<file path="src/rtl/core/braking_episode_monitor_assert.svh">
// assertion macros for the braking episode monitor
`ifndef BRAKING_EPISODE_MONITOR_ASSERT_SVH
`define BRAKING_EPISODE_MONITOR_ASSERT_SVH
`ifndef NO_ASSERTIONS
`define BEM_ASSERT_SAME(label, ante, cons) \
    label: assert property (@(posedge i_clk) disable iff (!i_rst_n) (ante) |-> (cons)) \
        else $error("bem check failed");
`define BEM_ASSERT_NEXT(label, ante, cons) \
    label: assert property (@(posedge i_clk) disable iff (!i_rst_n) (ante) |=> (cons)) \
        else $error("bem check failed");
`else
`define BEM_ASSERT_SAME(label, ante, cons)
`define BEM_ASSERT_NEXT(label, ante, cons)
`endif
`endif

</file>
<file path="src/rtl/core/bem_pkg.sv">
package bem_pkg;

    typedef enum logic [2:0] {
        CFG_START_DECEL     = 3'd0,
        CFG_END_DECEL       = 3'd1,
        CFG_STOPPED_SPEED   = 3'd2,
        CFG_HARD_DECEL      = 3'd3,
        CFG_EMERGENCY_DECEL = 3'd4,
        CFG_COLLISION_DWELL = 3'd5,
        CFG_COLLISION_GAP   = 3'd6,
        CFG_TTC_LIMIT       = 3'd7
    } t_cfg_index;

    localparam int unsigned ACC_SCALE  = 1000;
    localparam int unsigned ACC_STEPS  = 26;
    localparam int unsigned TTC_STEPS  = 32;
    localparam int unsigned SQRT_STEPS = 32;

    localparam logic signed [15:0] RST_START_DECEL     = -16'sd128;
    localparam logic signed [15:0] RST_END_DECEL       = -16'sd51;
    localparam logic        [15:0] RST_STOPPED_SPEED   = 16'd26;
    localparam logic signed [15:0] RST_HARD_DECEL      = -16'sd1024;
    localparam logic signed [15:0] RST_EMERGENCY_DECEL = -16'sd1792;
    localparam logic        [19:0] RST_COLLISION_DWELL = 20'd10000;
    localparam logic        [23:0] RST_COLLISION_GAP   = 24'd256;
    localparam logic        [17:0] RST_TTC_LIMIT       = 18'd255744;

    typedef struct packed {
        logic       start;
        logic       sqrt;
        logic [5:0] steps;
    } t_eng_req;

endpackage

</file>
<file path="src/rtl/core/bem_isu.sv">
module bem_isu #(
    parameter int RW = 42
) (
    input  logic                i_clk,
    input  logic                i_rst_n,
    input  bem_pkg::t_eng_req   i_req,
    input  logic [63:0]         i_num,
    input  logic [RW-1:0]       i_den,
    output logic                o_done,
    output logic [31:0]         o_q
);

    logic [RW-1:0] r_rem;
    logic [63:0]   r_num;
    logic [31:0]   r_q;
    logic [5:0]    r_cnt;
    logic          r_busy;
    logic          r_done;
    logic          r_sqrt;

    logic [RW-1:0] n_r2;
    logic [RW-1:0] n_trial;
    logic          n_ge;

    always_comb begin
        if (r_sqrt) begin
            n_r2    = {r_rem[RW-3:0], r_num[63:62]};
            n_trial = {{(RW-34){1'b0}}, r_q, 2'b01};
        end else begin
            n_r2    = {r_rem[RW-2:0], r_num[63]};
            n_trial = i_den;
        end
        n_ge = (n_r2 >= n_trial);
    end

    always_ff @(posedge i_clk) begin
        if (!i_rst_n) begin
            r_busy <= 1'b0;
            r_done <= 1'b0;
            r_cnt  <= '0;
            r_sqrt <= 1'b0;
        end else begin
            r_done <= 1'b0;
            if (i_req.start) begin
                r_busy <= 1'b1;
                r_sqrt <= i_req.sqrt;
                r_cnt  <= i_req.steps;
                r_rem  <= '0;
                r_num  <= i_num;
                r_q    <= '0;
            end else if (r_busy) begin
                r_rem <= n_ge ? (n_r2 - n_trial) : n_r2;
                r_num <= r_sqrt ? {r_num[61:0], 2'b00} : {r_num[62:0], 1'b0};
                r_q   <= {r_q[30:0], n_ge};
                r_cnt <= r_cnt - 6'd1;
                if (r_cnt == 6'd1) begin
                    r_busy <= 1'b0;
                    r_done <= 1'b1;
                end
            end
        end
    end

    assign o_done = r_done;
    assign o_q    = r_q;

endmodule

</file>
<file path="src/rtl/core/braking_episode_monitor.sv">
// Braking episode monitor: one transfer on the input channel is one position update and
// gives exactly one result transfer. An update runs through the single shared restoring
// divide and square root unit, which runs 26 steps for acceleration, 32 for
// time-to-collision and 32 for the travelled distance, and through a shared 32x32
// multiplier used three times. The input is ready only between updates; configuration
// writes are always ready and belong between updates.
module braking_episode_monitor #(
    parameter int TIME_BITS = 40
) (
    input  logic                  i_clk,
    input  logic                  i_rst_n,
    input  logic                  i_in_valid,
    output logic                  o_in_ready,
    input  logic [TIME_BITS-1:0]  i_time_ms,
    input  logic [15:0]           i_speed,
    input  logic signed [31:0]    i_pos_x,
    input  logic signed [31:0]    i_pos_y,
    input  logic [23:0]           i_gap,
    input  logic                  i_gap_valid,
    input  logic                  i_leader_cav_in,
    output logic                  o_out_valid,
    input  logic                  i_out_ready,
    output logic signed [15:0]    o_acceleration,
    output logic [17:0]           o_ttc,
    output logic                  o_ttc_valid,
    output logic [31:0]           o_braking_distance,
    output logic                  o_hard_brake,
    output logic                  o_emergency_brake,
    output logic                  o_collision,
    output logic                  o_involves_cav,
    input  logic                  i_cfg_valid,
    output logic                  o_cfg_ready,
    input  logic [2:0]            i_cfg_index,
    input  logic [23:0]           i_cfg_data
);

    localparam int RW = ((TIME_BITS > 34) ? TIME_BITS : 34) + 2;

    typedef enum logic [3:0] {
        S_IDLE, S_MULV, S_DIVA, S_DIVAW, S_DIVT, S_DIVTW,
        S_SQX, S_SQY, S_SQS, S_SQRT, S_SQRTW, S_FIN
    } t_state;

    t_state r_state;

    logic signed [15:0] r_start_decel, r_end_decel, r_hard_decel, r_emer_decel;
    logic [15:0]        r_stopped_speed;
    logic [19:0]        r_dwell;
    logic [23:0]        r_coll_gap;
    logic [17:0]        r_ttc_limit;

    logic                 r_have_prev, r_in_ep, r_hard_fired, r_emer_fired, r_stop_run;
    logic [15:0]          r_prev_spd;
    logic [TIME_BITS-1:0] r_prev_t, r_stopped_since;
    logic [31:0]          r_dist;
    logic signed [15:0]   r_peak;
    logic signed [31:0]   r_last_x, r_last_y;

    logic [TIME_BITS-1:0] r_t;
    logic [15:0]          r_spd;
    logic signed [31:0]   r_x, r_y;
    logic [23:0]          r_gap;
    logic                 r_gv, r_cav;

    logic [63:0] r_prod, r_sqx;
    logic [64:0] r_s;
    logic [25:0] r_accq;
    logic [31:0] r_ttc_raw;

    logic               r_out_valid;
    logic signed [15:0] r_out_acc;
    logic [17:0]        r_out_ttc;
    logic               r_out_ttc_ok, r_out_hard, r_out_emer, r_out_coll, r_out_cav;
    logic [31:0]        r_out_dist;

    bem_pkg::t_eng_req    n_req;
    logic [63:0]          n_num;
    logic [RW-1:0]        n_den;
    logic                 eng_done;
    logic [31:0]          eng_q;

    logic [31:0]          n_ma, n_mb;
    logic [63:0]          n_mp;
    logic                 n_dv_neg;
    logic [15:0]          n_dv_mag;
    logic [32:0]          n_dx, n_dy;
    logic [31:0]          n_ax, n_ay;
    logic [TIME_BITS-1:0] n_dt;

    logic                 n_acc_ok;
    logic signed [15:0]   n_acc;
    logic                 n_ttc_ok;
    logic                 n_stopped;
    logic                 n_in_ep, n_hard_fired, n_emer_fired, n_hard, n_emer;
    logic [31:0]          n_dist;
    logic signed [15:0]   n_peak;
    logic [32:0]          n_sum;
    logic                 n_stop_run, n_coll;
    logic [TIME_BITS-1:0] n_ss, n_el;

    always_comb begin
        n_dv_neg = (r_spd < r_prev_spd);
        n_dv_mag = n_dv_neg ? (r_prev_spd - r_spd) : (r_spd - r_prev_spd);
        n_dx = {r_x[31], r_x} - {r_last_x[31], r_last_x};
        n_dy = {r_y[31], r_y} - {r_last_y[31], r_last_y};
        n_ax = n_dx[32] ? 32'(-n_dx) : n_dx[31:0];
        n_ay = n_dy[32] ? 32'(-n_dy) : n_dy[31:0];
        n_dt = r_t - r_prev_t;

        case (r_state)
            S_MULV: begin
                n_ma = {16'd0, n_dv_mag};
                n_mb = 32'(bem_pkg::ACC_SCALE);
            end
            S_SQX: begin
                n_ma = n_ax;
                n_mb = n_ax;
            end
            default: begin
                n_ma = n_ay;
                n_mb = n_ay;
            end
        endcase
        n_mp = n_ma * n_mb;

        n_req = '0;
        n_num = '0;
        n_den = '0;
        case (r_state)
            S_DIVA, S_DIVAW: begin
                n_req.start = (r_state == S_DIVA);
                n_req.steps = 6'(bem_pkg::ACC_STEPS);
                n_num = {r_prod[25:0], 38'd0};
                n_den = {{(RW-TIME_BITS){1'b0}}, n_dt};
            end
            S_DIVT, S_DIVTW: begin
                n_req.start = (r_state == S_DIVT);
                n_req.steps = 6'(bem_pkg::TTC_STEPS);
                n_num = {r_gap, 8'd0, 32'd0};
                n_den = {{(RW-16){1'b0}}, r_spd};
            end
            S_SQRT: begin
                n_req.start = 1'b1;
                n_req.sqrt  = 1'b1;
                n_req.steps = 6'(bem_pkg::SQRT_STEPS);
                n_num = r_s[63:0];
            end
            default: begin
                n_num = r_s[63:0];
            end
        endcase
    end

    always_comb begin
        n_acc_ok = r_have_prev && (r_t > r_prev_t);
        if (!n_acc_ok) begin
            n_acc = '0;
        end else if (!n_dv_neg) begin
            n_acc = (r_accq[25:15] != '0) ? 16'sh7FFF : $signed(r_accq[15:0]);
        end else if (r_accq > 26'd32768) begin
            n_acc = -16'sh8000;
        end else begin
            n_acc = $signed(-r_accq[15:0]);
        end

        n_ttc_ok  = r_gv && (r_spd != 16'd0) && (r_ttc_raw < {14'd0, r_ttc_limit});
        n_stopped = (r_spd <= r_stopped_speed);

        n_in_ep      = r_in_ep;
        n_dist       = r_dist;
        n_peak       = r_peak;
        n_hard_fired = r_hard_fired;
        n_emer_fired = r_emer_fired;
        n_hard       = 1'b0;
        n_emer       = 1'b0;
        n_sum        = {1'b0, r_dist} + {1'b0, eng_q};
        if (!r_in_ep) begin
            if (n_acc <= r_start_decel && !n_stopped) begin
                n_in_ep      = 1'b1;
                n_dist       = '0;
                n_peak       = n_acc;
                n_hard_fired = 1'b0;
                n_emer_fired = 1'b0;
            end
        end else begin
            n_dist = (r_s[64] || n_sum[32]) ? 32'hFFFF_FFFF : n_sum[31:0];
            if (n_acc < r_peak) begin
                n_peak = n_acc;
            end
            if (!r_hard_fired && n_peak <= r_hard_decel) begin
                n_hard_fired = 1'b1;
                n_hard       = 1'b1;
            end
            if (!r_emer_fired && n_peak <= r_emer_decel) begin
                n_emer_fired = 1'b1;
                n_emer       = 1'b1;
            end
            if (n_stopped || n_acc >= r_end_decel) begin
                n_in_ep = 1'b0;
            end
        end

        n_stop_run = r_stop_run;
        n_ss       = r_stopped_since;
        n_coll     = 1'b0;
        if (n_stopped) begin
            if (!r_stop_run) begin
                n_stop_run = 1'b1;
                n_ss       = r_t;
            end
        end else begin
            n_stop_run = 1'b0;
            n_ss       = '0;
        end
        n_el = r_t - n_ss;
        if (n_stopped && r_t >= n_ss && n_el >= {{(TIME_BITS-20){1'b0}}, r_dwell}
                && r_gv && r_gap <= r_coll_gap) begin
            n_coll = 1'b1;
        end
    end

    bem_isu #(
        .RW (RW)
    ) u_isu (
        .i_clk   (i_clk),
        .i_rst_n (i_rst_n),
        .i_req   (n_req),
        .i_num   (n_num),
        .i_den   (n_den),
        .o_done  (eng_done),
        .o_q     (eng_q)
    );

    always_ff @(posedge i_clk) begin
        if (!i_rst_n) begin
            r_state         <= S_IDLE;
            r_out_valid     <= 1'b0;
            r_start_decel   <= bem_pkg::RST_START_DECEL;
            r_end_decel     <= bem_pkg::RST_END_DECEL;
            r_stopped_speed <= bem_pkg::RST_STOPPED_SPEED;
            r_hard_decel    <= bem_pkg::RST_HARD_DECEL;
            r_emer_decel    <= bem_pkg::RST_EMERGENCY_DECEL;
            r_dwell         <= bem_pkg::RST_COLLISION_DWELL;
            r_coll_gap      <= bem_pkg::RST_COLLISION_GAP;
            r_ttc_limit     <= bem_pkg::RST_TTC_LIMIT;
            r_have_prev     <= 1'b0;
            r_prev_spd      <= '0;
            r_prev_t        <= '0;
            r_in_ep         <= 1'b0;
            r_dist          <= '0;
            r_peak          <= '0;
            r_last_x        <= '0;
            r_last_y        <= '0;
            r_hard_fired    <= 1'b0;
            r_emer_fired    <= 1'b0;
            r_stop_run      <= 1'b0;
            r_stopped_since <= '0;
        end else begin
            if (i_cfg_valid) begin
                case (bem_pkg::t_cfg_index'(i_cfg_index))
                    bem_pkg::CFG_START_DECEL:     r_start_decel   <= i_cfg_data[15:0];
                    bem_pkg::CFG_END_DECEL:       r_end_decel     <= i_cfg_data[15:0];
                    bem_pkg::CFG_STOPPED_SPEED:   r_stopped_speed <= i_cfg_data[15:0];
                    bem_pkg::CFG_HARD_DECEL:      r_hard_decel    <= i_cfg_data[15:0];
                    bem_pkg::CFG_EMERGENCY_DECEL: r_emer_decel    <= i_cfg_data[15:0];
                    bem_pkg::CFG_COLLISION_DWELL: r_dwell         <= i_cfg_data[19:0];
                    bem_pkg::CFG_COLLISION_GAP:   r_coll_gap      <= i_cfg_data;
                    bem_pkg::CFG_TTC_LIMIT:       r_ttc_limit     <= i_cfg_data[17:0];
                    default: ;
                endcase
            end

            if (r_out_valid && i_out_ready) begin
                r_out_valid <= 1'b0;
            end

            case (r_state)
                S_IDLE: begin
                    if (i_in_valid) begin
                        r_t     <= i_time_ms;
                        r_spd   <= i_speed;
                        r_x     <= i_pos_x;
                        r_y     <= i_pos_y;
                        r_gap   <= i_gap;
                        r_gv    <= i_gap_valid;
                        r_cav   <= i_leader_cav_in;
                        r_state <= S_MULV;
                    end
                end
                S_MULV: begin
                    r_prod  <= n_mp;
                    r_state <= S_DIVA;
                end
                S_DIVA:  r_state <= S_DIVAW;
                S_DIVAW: begin
                    if (eng_done) begin
                        r_accq  <= eng_q[25:0];
                        r_state <= S_DIVT;
                    end
                end
                S_DIVT:  r_state <= S_DIVTW;
                S_DIVTW: begin
                    if (eng_done) begin
                        r_ttc_raw <= eng_q;
                        r_state   <= S_SQX;
                    end
                end
                S_SQX: begin
                    r_sqx   <= n_mp;
                    r_state <= S_SQY;
                end
                S_SQY: begin
                    r_prod  <= n_mp;
                    r_state <= S_SQS;
                end
                S_SQS: begin
                    r_s     <= {1'b0, r_sqx} + {1'b0, r_prod};
                    r_state <= S_SQRT;
                end
                S_SQRT:  r_state <= S_SQRTW;
                S_SQRTW: begin
                    if (eng_done) begin
                        r_state <= S_FIN;
                    end
                end
                S_FIN: begin
                    if (!r_out_valid || i_out_ready) begin
                        r_out_valid     <= 1'b1;
                        r_out_acc       <= n_acc;
                        r_out_ttc       <= n_ttc_ok ? r_ttc_raw[17:0] : 18'd0;
                        r_out_ttc_ok    <= n_ttc_ok;
                        r_out_dist      <= n_in_ep ? n_dist : 32'd0;
                        r_out_hard      <= n_hard;
                        r_out_emer      <= n_emer;
                        r_out_coll      <= n_coll;
                        r_out_cav       <= r_gv && r_cav;
                        r_have_prev     <= 1'b1;
                        r_prev_spd      <= r_spd;
                        r_prev_t        <= r_t;
                        r_in_ep         <= n_in_ep;
                        r_dist          <= n_dist;
                        r_peak          <= n_peak;
                        r_hard_fired    <= n_hard_fired;
                        r_emer_fired    <= n_emer_fired;
                        r_stop_run      <= n_stop_run;
                        r_stopped_since <= n_ss;
                        if (n_in_ep) begin
                            r_last_x <= r_x;
                            r_last_y <= r_y;
                        end
                        r_state <= S_IDLE;
                    end
                end
                default: r_state <= S_IDLE;
            endcase
        end
    end

    assign o_in_ready         = (r_state == S_IDLE);
    assign o_cfg_ready        = 1'b1;
    assign o_out_valid        = r_out_valid;
    assign o_acceleration     = r_out_acc;
    assign o_ttc              = r_out_ttc;
    assign o_ttc_valid        = r_out_ttc_ok;
    assign o_braking_distance = r_out_dist;
    assign o_hard_brake       = r_out_hard;
    assign o_emergency_brake  = r_out_emer;
    assign o_collision        = r_out_coll;
    assign o_involves_cav     = r_out_cav;

`include "braking_episode_monitor_assert.svh"

    `BEM_ASSERT_NEXT(a_busy_after_transfer, i_in_valid && o_in_ready, !o_in_ready)
    `BEM_ASSERT_SAME(a_done_only_waiting, eng_done, r_state == S_DIVAW || r_state == S_DIVTW || r_state == S_SQRTW)
    `BEM_ASSERT_SAME(a_coll_needs_stop, o_out_valid && o_collision, r_stop_run)

endmodule
</file>
<file path="config.mk">
export PLATFORM = sky130hd
export DESIGN_NAME = braking_episode_monitor
export DESIGN_NICKNAME = d
export VERILOG_FILES = /design/src/rtl/core/bem_pkg.sv /design/src/rtl/core/bem_isu.sv /design/src/rtl/core/braking_episode_monitor.sv
export VERILOG_INCLUDE_DIRS = /design/src /design/src/rtl/core
export SDC_FILE = /design/constraint.sdc
export NUM_CORES = 2
export LEC_CHECK = 0
export BUFFER_PORTS_ARGS = -buffer_cell sky130_fd_sc_hd__buf_2
export CAP_MARGIN = 0
export CORE_MARGIN = 10
export CORE_UTILIZATION = 69
export CTS_BUF_LIST = sky130_fd_sc_hd__clkbuf_4 sky130_fd_sc_hd__clkbuf_8
export DETAILED_ROUTE_END_ITERATION = 10
export HOLD_SLACK_MARGIN = 0.06
export PLACE_DENSITY = 0.87
export SYNTH_ARGS = -nofsm -noshare
export SYNTH_HDL_FRONTEND = slang
export SYNTH_SLANG_ARGS = --single-unit
</file>
<file path="constraint.sdc">
create_clock -name i_clk -period 37.8 [get_ports i_clk]
set_input_delay 1.89 -clock i_clk [delete_from_list [all_inputs] [get_ports i_clk]]
set_output_delay 1.89 -clock i_clk [all_outputs]
set_load 0.02 [all_outputs]
</file>
# ---- Yosys cells after proc, flatten, opt, wreduce, memory -nomap -nowiden
# Cells that the tools add are included.
dict set report word_totals {
  register_bits 974
  in_bits 178
  wordCells 215
}
dict set report op_classes {
  add_sub_neg 13
  mul 1
  magnitude_cmp 14
  eq_ne 26
  mux 58
  bitwise 2
  reduce_logical 52
}
# operator n
set op_table {}
lappend op_table {{32-bit 2-to-1 mux} 6}
lappend op_table {{64-bit 2-to-1 mux} 3}
lappend op_table {{16-bit 2-to-1 mux} 9}
lappend op_table {{32-bit case mux with 2 select lines} 2}
lappend op_table {{64-bit case mux with 2 select lines} 1}
lappend op_table {{40-bit 2-to-1 mux} 3}
lappend op_table {{41-bit 2-to-1 mux} 2}
lappend op_table {{40-bit case mux with 2 select lines} 1}
lappend op_table {{40-bit subtractor} 2}
lappend op_table {{32-bit by 32-bit subtractor with 33-bit output} 2}
lappend op_table {{64-bit by 64-bit adder with 65-bit output} 1}
lappend op_table {{16-bit <= comparator} 4}
lappend op_table {{32-bit by 32-bit multiplier with 64-bit output} 1}
lappend op_table {{32-bit negator} 2}
lappend op_table {{4-bit case mux with 12 select lines} 1}
lappend op_table {{42-bit by 40-bit >= comparator with 1-bit output} 1}
lappend op_table {{42-bit 2-to-1 mux} 1}
lappend op_table {{41-bit by 40-bit subtractor with 41-bit output} 1}
lappend op_table {{40-bit by 20-bit >= comparator with 1-bit output} 1}
lappend op_table {{40-bit >= comparator} 1}
lappend op_table {{40-bit greater-than comparator} 1}
lappend op_table {{32-bit by 32-bit adder with 33-bit output} 1}
lappend op_table {{16-bit < comparator} 2}
lappend op_table {{32-bit by 18-bit < comparator with 1-bit output} 1}
lappend op_table {{36 further kinds} 116}

# ---- Logic depth before layout (Yosys ltp)
dict set report depth {
  word_depth 11
  depth_mapped 53
  ltp_nobuf 50
}

# ---- By module
# From an unflattened synthesis, not the netlist that was laid out.
dict set report unflattened {
  cells_unflattened 10020
  hier_area_um2 90823.4
}
# mod instances cells_per_inst area_each_um2 seq_area_each_um2
set by_module_without_submodules {}
lappend by_module_without_submodules {braking_episode_monitor 1 9067 80958.9 21260.4}
lappend by_module_without_submodules {bem_isu 1 953 9864.5 4294.1}

# ---- Worst setup path after synthesis
# OpenSTA, ideal clock, no wires.
dict set report synth_path {
  path_type {register -> register}
  start {reg r_y[0]}
  end {reg r_prod[63] (data pin)}
  setup_ns 0.263
  arrival_time_ns 12.061
  required_ns 37.537
  setup_slack_ns 25.476
  stages_incl_launch_ff 47
  n_path_buf 1
  synth_period_minus_slack_ns 12.324
  cell_sequence {edfxtp_1 > inv_1 > ha_1 > inv_1 > fa_1 > a211oi_1 > o21bai_1 > a21o_1 > or4_1 > a2111oi_1 > nand2_1 > or3_1 > nand2_1 > xnor2_1 > o22ai_1 > inv_2 > nand3_1 > clkbuf_1 > [11 not listed] > inv_1 > fa_1 > inv_1 > ha_1 > a21oi_1 > a21boi_0 > a2111oi_0 > nand3_1 > nor2_1 > o41ai_1 > nand3_1 > a31oi_1 > and4_1 > o41ai_1 > o21ai_0 > a221oi_1 > xnor2_1 > xnor2_1}
}
dict set report synth_between {
  elab_chain_len 5
}
# element line_no
set synth_rtl {}
lappend synth_rtl {{start, declared} braking_episode_monitor.sv:61} ;# logic signed [31:0] r_x, r_y;
lappend synth_rtl {{start signal, assigned} braking_episode_monitor.sv:283} ;# r_y <= i_pos_y;
lappend synth_rtl {{32-bit by 32-bit subtractor with 33-bit output *} braking_episode_monitor.sv:105} ;# n_dy = {r_y[31], r_y} - {r_last_y[31], r_last_y};
lappend synth_rtl {{32-bit negator} braking_episode_monitor.sv:107} ;# n_ay = n_dy[32] ? 32'(-n_dy) : n_dy[31:0];
lappend synth_rtl {{32-bit 2-to-1 mux *} braking_episode_monitor.sv:107}
lappend synth_rtl {{32-bit case mux with 2 select lines} braking_episode_monitor.sv:110} ;# case (r_state)
lappend synth_rtl {{32-bit by 32-bit multiplier with 64-bit output *} braking_episode_monitor.sv:124} ;# n_mp = n_ma * n_mb;
lappend synth_rtl {{net n_mp[63]} braking_episode_monitor.sv:83} ;# logic [63:0] n_mp;
lappend synth_rtl {{end signal, assigned} braking_episode_monitor.sv:291} ;# r_prod <= n_mp;
lappend synth_rtl {{end signal, assigned} braking_episode_monitor.sv:313} ;# r_prod <= n_mp;
lappend synth_rtl {{end, declared} braking_episode_monitor.sv:65} ;# logic [63:0] r_prod, r_sqx;
# The timed path passes the listed nets; every way through them passes the cells marked *.
# A chain may end at the register's enable or synchronous reset.

# ---- Final worst setup path
dict set report layout_path {
  start {reg r_x[0]}
  end {reg r_prod[63] (data pin)}
}
dict set report layout_between {
  elab_chain_len 5
}
# element line_no
set layout_rtl {}
lappend layout_rtl {{start, declared} braking_episode_monitor.sv:61}
lappend layout_rtl {{start signal, assigned} braking_episode_monitor.sv:282} ;# r_x <= i_pos_x;
lappend layout_rtl {{32-bit by 32-bit subtractor with 33-bit output *} braking_episode_monitor.sv:104} ;# n_dx = {r_x[31], r_x} - {r_last_x[31], r_last_x};
lappend layout_rtl {{32-bit negator} braking_episode_monitor.sv:106} ;# n_ax = n_dx[32] ? 32'(-n_dx) : n_dx[31:0];
lappend layout_rtl {{32-bit 2-to-1 mux *} braking_episode_monitor.sv:106}
lappend layout_rtl {{32-bit case mux with 2 select lines} braking_episode_monitor.sv:110}
lappend layout_rtl {{32-bit by 32-bit multiplier with 64-bit output *} braking_episode_monitor.sv:124}
lappend layout_rtl {{net n_mp[63]} braking_episode_monitor.sv:83}
# Marked as above.

==> results.sh <==
export IMPL_clock_skew_ps=60.76
export IMPL_ios=252
export IMPL_hpwl_mm=202.1
export IMPL_grt_pass1_wl_mm=418.0
export IMPL_synthMuxAreaShare_pct=3.356
export IMPL_gp_congestion=1.009
export IMPL_reg2reg_from="r_x[0]"
export IMPL_synth_compound_area_share_pct=13.08
export IMPL_start_util_pct=69.55
export IMPL_maxCapViolations=0
export IMPL_port_buffers=250
export IMPL_drc=0
export IMPL_crit_type="flop to flop"
export IMPL_period_share_pct=38.59
export IMPL_synth_edf_count=605
export IMPL_finalMaxSlewViolations=0
export IMPL_crit_top_cell="fa_1"
export IMPL_slew_headroom_pct=10.12
export IMPL_synthArstFlopShare_pct=0
export IMPL_worstMarginPinSlew_ps=1348
export IMPL_cp_max_fo=23
export IMPL_drive_gt1_share_pct=8.777
export IMPL_postLayoutCoreUtil_pct=74.60
export IMPL_hold_violations=0
export IMPL_die_w_um=379.0
export IMPL_ys_ff_latch=974
export IMPL_grt_max_degree=142
export IMPL_r2r_end="r_prod[63]"
export IMPL_crit_slowest_cell="o22a_1"
export IMPL_syn_nets=11378
export IMPL_final_common_cell="inv_1"
export IMPL_worstPathRequired_ps=38410
export IMPL_hold_class="flop to flop"
export IMPL_ys_types=95
export IMPL_layout_common_cells="inv_1, nand2_1, fa_1, nor2_1, ha_1"
export IMPL_post_cts_buffers=0
export IMPL_drt_initial_drc_count=8412
export IMPL_final_nets=11499
export IMPL_cts_max_level=4
export IMPL_r2r_setup_slack_ps=23210
export IMPL_grt_pass1_vias=74018
export IMPL_vias=72598
export IMPL_crit_path_end_kind="flop"
export IMPL_cts_clk_slew_worst_paths_ps=60
export IMPL_seq_area_frac_synth_pct=28.74
export IMPL_period_needed_ps=14590
export IMPL_crit_path_start_kind="flop"
export IMPL_synth_simple_area_share_pct=13.46
export IMPL_avgSynthCellArea_um2=9.271
export IMPL_area_growth_pct=7.260
export IMPL_synth_cells=9591
export IMPL_std_cell_rows=131
export IMPL_synth_top_family_by_area="adder cells"
export IMPL_cts_hold_buf=0
export IMPL_max_clock_freq_ghz=0.06856
export IMPL_grtUsageTotal_pct=37.67
export IMPL_wl_per_cell_um=23.57
export IMPL_ant_nets=0
export IMPL_synth_xor_area_share_pct=3.428
export IMPL_grt_overflow_total=0
export IMPL_cts_max_path_buffers=3
export IMPL_hold_start="r_stopped_since[28]"
export IMPL_routed_wl_mm=271.3
export IMPL_cp_endpoint="r_prod[63]"
export IMPL_synth_warning_count=0
export IMPL_cp_arrival_ps=15190
export IMPL_syn_area_mm2=0.08892
export IMPL_setup_viol=0
export IMPL_clockRootBuffer="clkbuf_8"
export IMPL_setup_tns_ps=0
export IMPL_coreArea_mm2=0.1278
export IMPL_cts_tree="done"
export IMPL_clk_latency_ps=920
export IMPL_synthAdderAreaFrac_pct=30.02
export IMPL_slowest_delay_ps=760
export IMPL_fp_dieArea_mm2=0.1436
export IMPL_ff2ff_path_depth=47
export IMPL_run_status="finished clean"
export IMPL_rsz0062_at_grt="no"
export IMPL_dr_pass1_iters=8
export IMPL_synth_main_ff_cell="edfxtp_1"
export IMPL_critPathLaunch="r_x[0]"
export IMPL_grt_antenna_before_repair=11
export IMPL_numCtsBuffers=164
export IMPL_routed_via_density=6.306
export IMPL_die_height_um=379.0
export IMPL_cts_resized=0
export IMPL_clock_sinks=974
[metal layers]
| layer | vias to the layer above | part of all wire, % | track usage (%) |
|---|---|---|---|
| li1 | 32187 | - | - |
| met1 | 34921 | 36 | 46.36 |
| met2 | 4292 | 45 | 58.86 |
| met4 | 4 | 8.2 | 25.76 |
| met5 | - | 0.011 | 0 |
| met3 | 1194 | 11 | 8.887 |
[synth_stat cells (38+ instances only)]
cell	count	area (µm²)
a211oi_1	53	397.9
a21o_1	253	1899
a21oi_1	594	2973
a31oi_1	38	237.7
and2_1	87	544.3
and3_1	41	256.5
clkbuf_1	344	1291
dfxtp_1	369	7387
edfxtp_1	605	18170
fa_1	874	17500
ha_1	735	9196
inv_1	1437	5394
mux2_2	97	1092
mux2i_1	189	1892
nand2_1	1133	4253
nand2b_1	109	681.9
nand3_1	134	670.6
nand4_1	73	456.7
nor2_1	783	2939
nor2b_1	98	613.1
nor3_1	76	380.4
o211ai_1	72	540.5
o21a_1	87	653.1
o21ai_0	333	1667
o21bai_1	49	367.9
xnor2_1	222	1944
xor2_1	126	1104
[sequential cells by signal (all words and copies together), names as in the netlist, 20 cells and up]
| signal | flops |
|---|---|
| r_x | 32 |
| r_prev_t | 40 |
| r_dwell | 20 |
| r_sqx | 64 |
| r_coll_gap | 24 |
| r_t | 40 |
| r_accq | 26 |
| r_s | 65 |
| u_isu.o_q | 32 |
| r_gap | 24 |
| u_isu.r_rem | 41 |
| r_last_x | 32 |
| r_y | 32 |
| u_isu.r_num | 64 |
| r_ttc_raw | 32 |
| r_stopped_since | 40 |
| o_braking_distance | 32 |
| r_prod | 64 |
| r_last_y | 32 |
| r_dist | 32 |
[worst min-delay path by stage]
| stage | to | slack (ps) | cells past startpoint |
|---|---|---|---|
| 4_1_cts | r_stopped_since[28] | 450 | 2 |
| 3_3_place_gp | r_stopped_since[19] | 440 | 2 |
| 6_report | r_stopped_since[28] | 450 | 2 |
| 5_1_grt | r_stopped_since[34] | 470 | 2 |
| 3_5_place_dp | r_stopped_since[28] | 450 | 2 |
| 2_1_floorplan | r_dist[0] | 430 | 2 |
[cell families after synthesis]
| family | after synthesis |
|---|---|
| adders and majority gates | 1609 |
| DFF | 974 |
| AOI/OAI and AO/OA | 1816 |
| buffers and inverters | 1860 |
| xor gates and xnor gates | 348 |
| and+or+nand+nor | 2697 |
| other | 1 |
| muxes | 286 |
[metrics by stage]
| stage | instance area [µm²] | worst slack (ps) | hold WS (ps) | std cells |
|---|---|---|---|---|
| floorplan | 88920 | 25480 | 431.5 | 9591 |
| finish | 95380 | 23210 | 451.1 | 11513 |
| global route | 95370 | 22440 | 470.3 | 11511 |
| detailed placement | 91800 | 23530 | 446.0 | 11208 |
| global placement | 91800 | 23960 | 437.5 | 11208 |
| CTS | 95360 | 23430 | 453.2 | 11506 |
[cell type report]
| type | instances | area (µm²) |
|---|---|---|
| antenna | 7 | 17.52 |
| clock buffer | 239 | 2908 |
| clock inverter | 59 | 649.4 |
| fill | 8971 | 32470 |
| inverter | 1446 | 5435 |
| multi-input combinational | 6757 | 56570 |
| sequential | 974 | 25560 |
| tap | 1662 | 2079 |
| timing repair buffer | 369 | 2157 |
[worst max-delay path: cells and delay by family (launching register included)]
family | cells | cell delay, ps
XOR/XNOR | 3 | 520
AO/OA/AOI/OAI | 18 | 5910
adder cells (fa/ha/maj) | 11 | 4770
flip-flops | 1 | 380
buffers and inverters | 8 | 1520
AND/OR/NAND/NOR | 7 | 1150
Power is not shown: default switching activity piles up to over one toggle a cycle in this logic, so the estimate is an artifact.
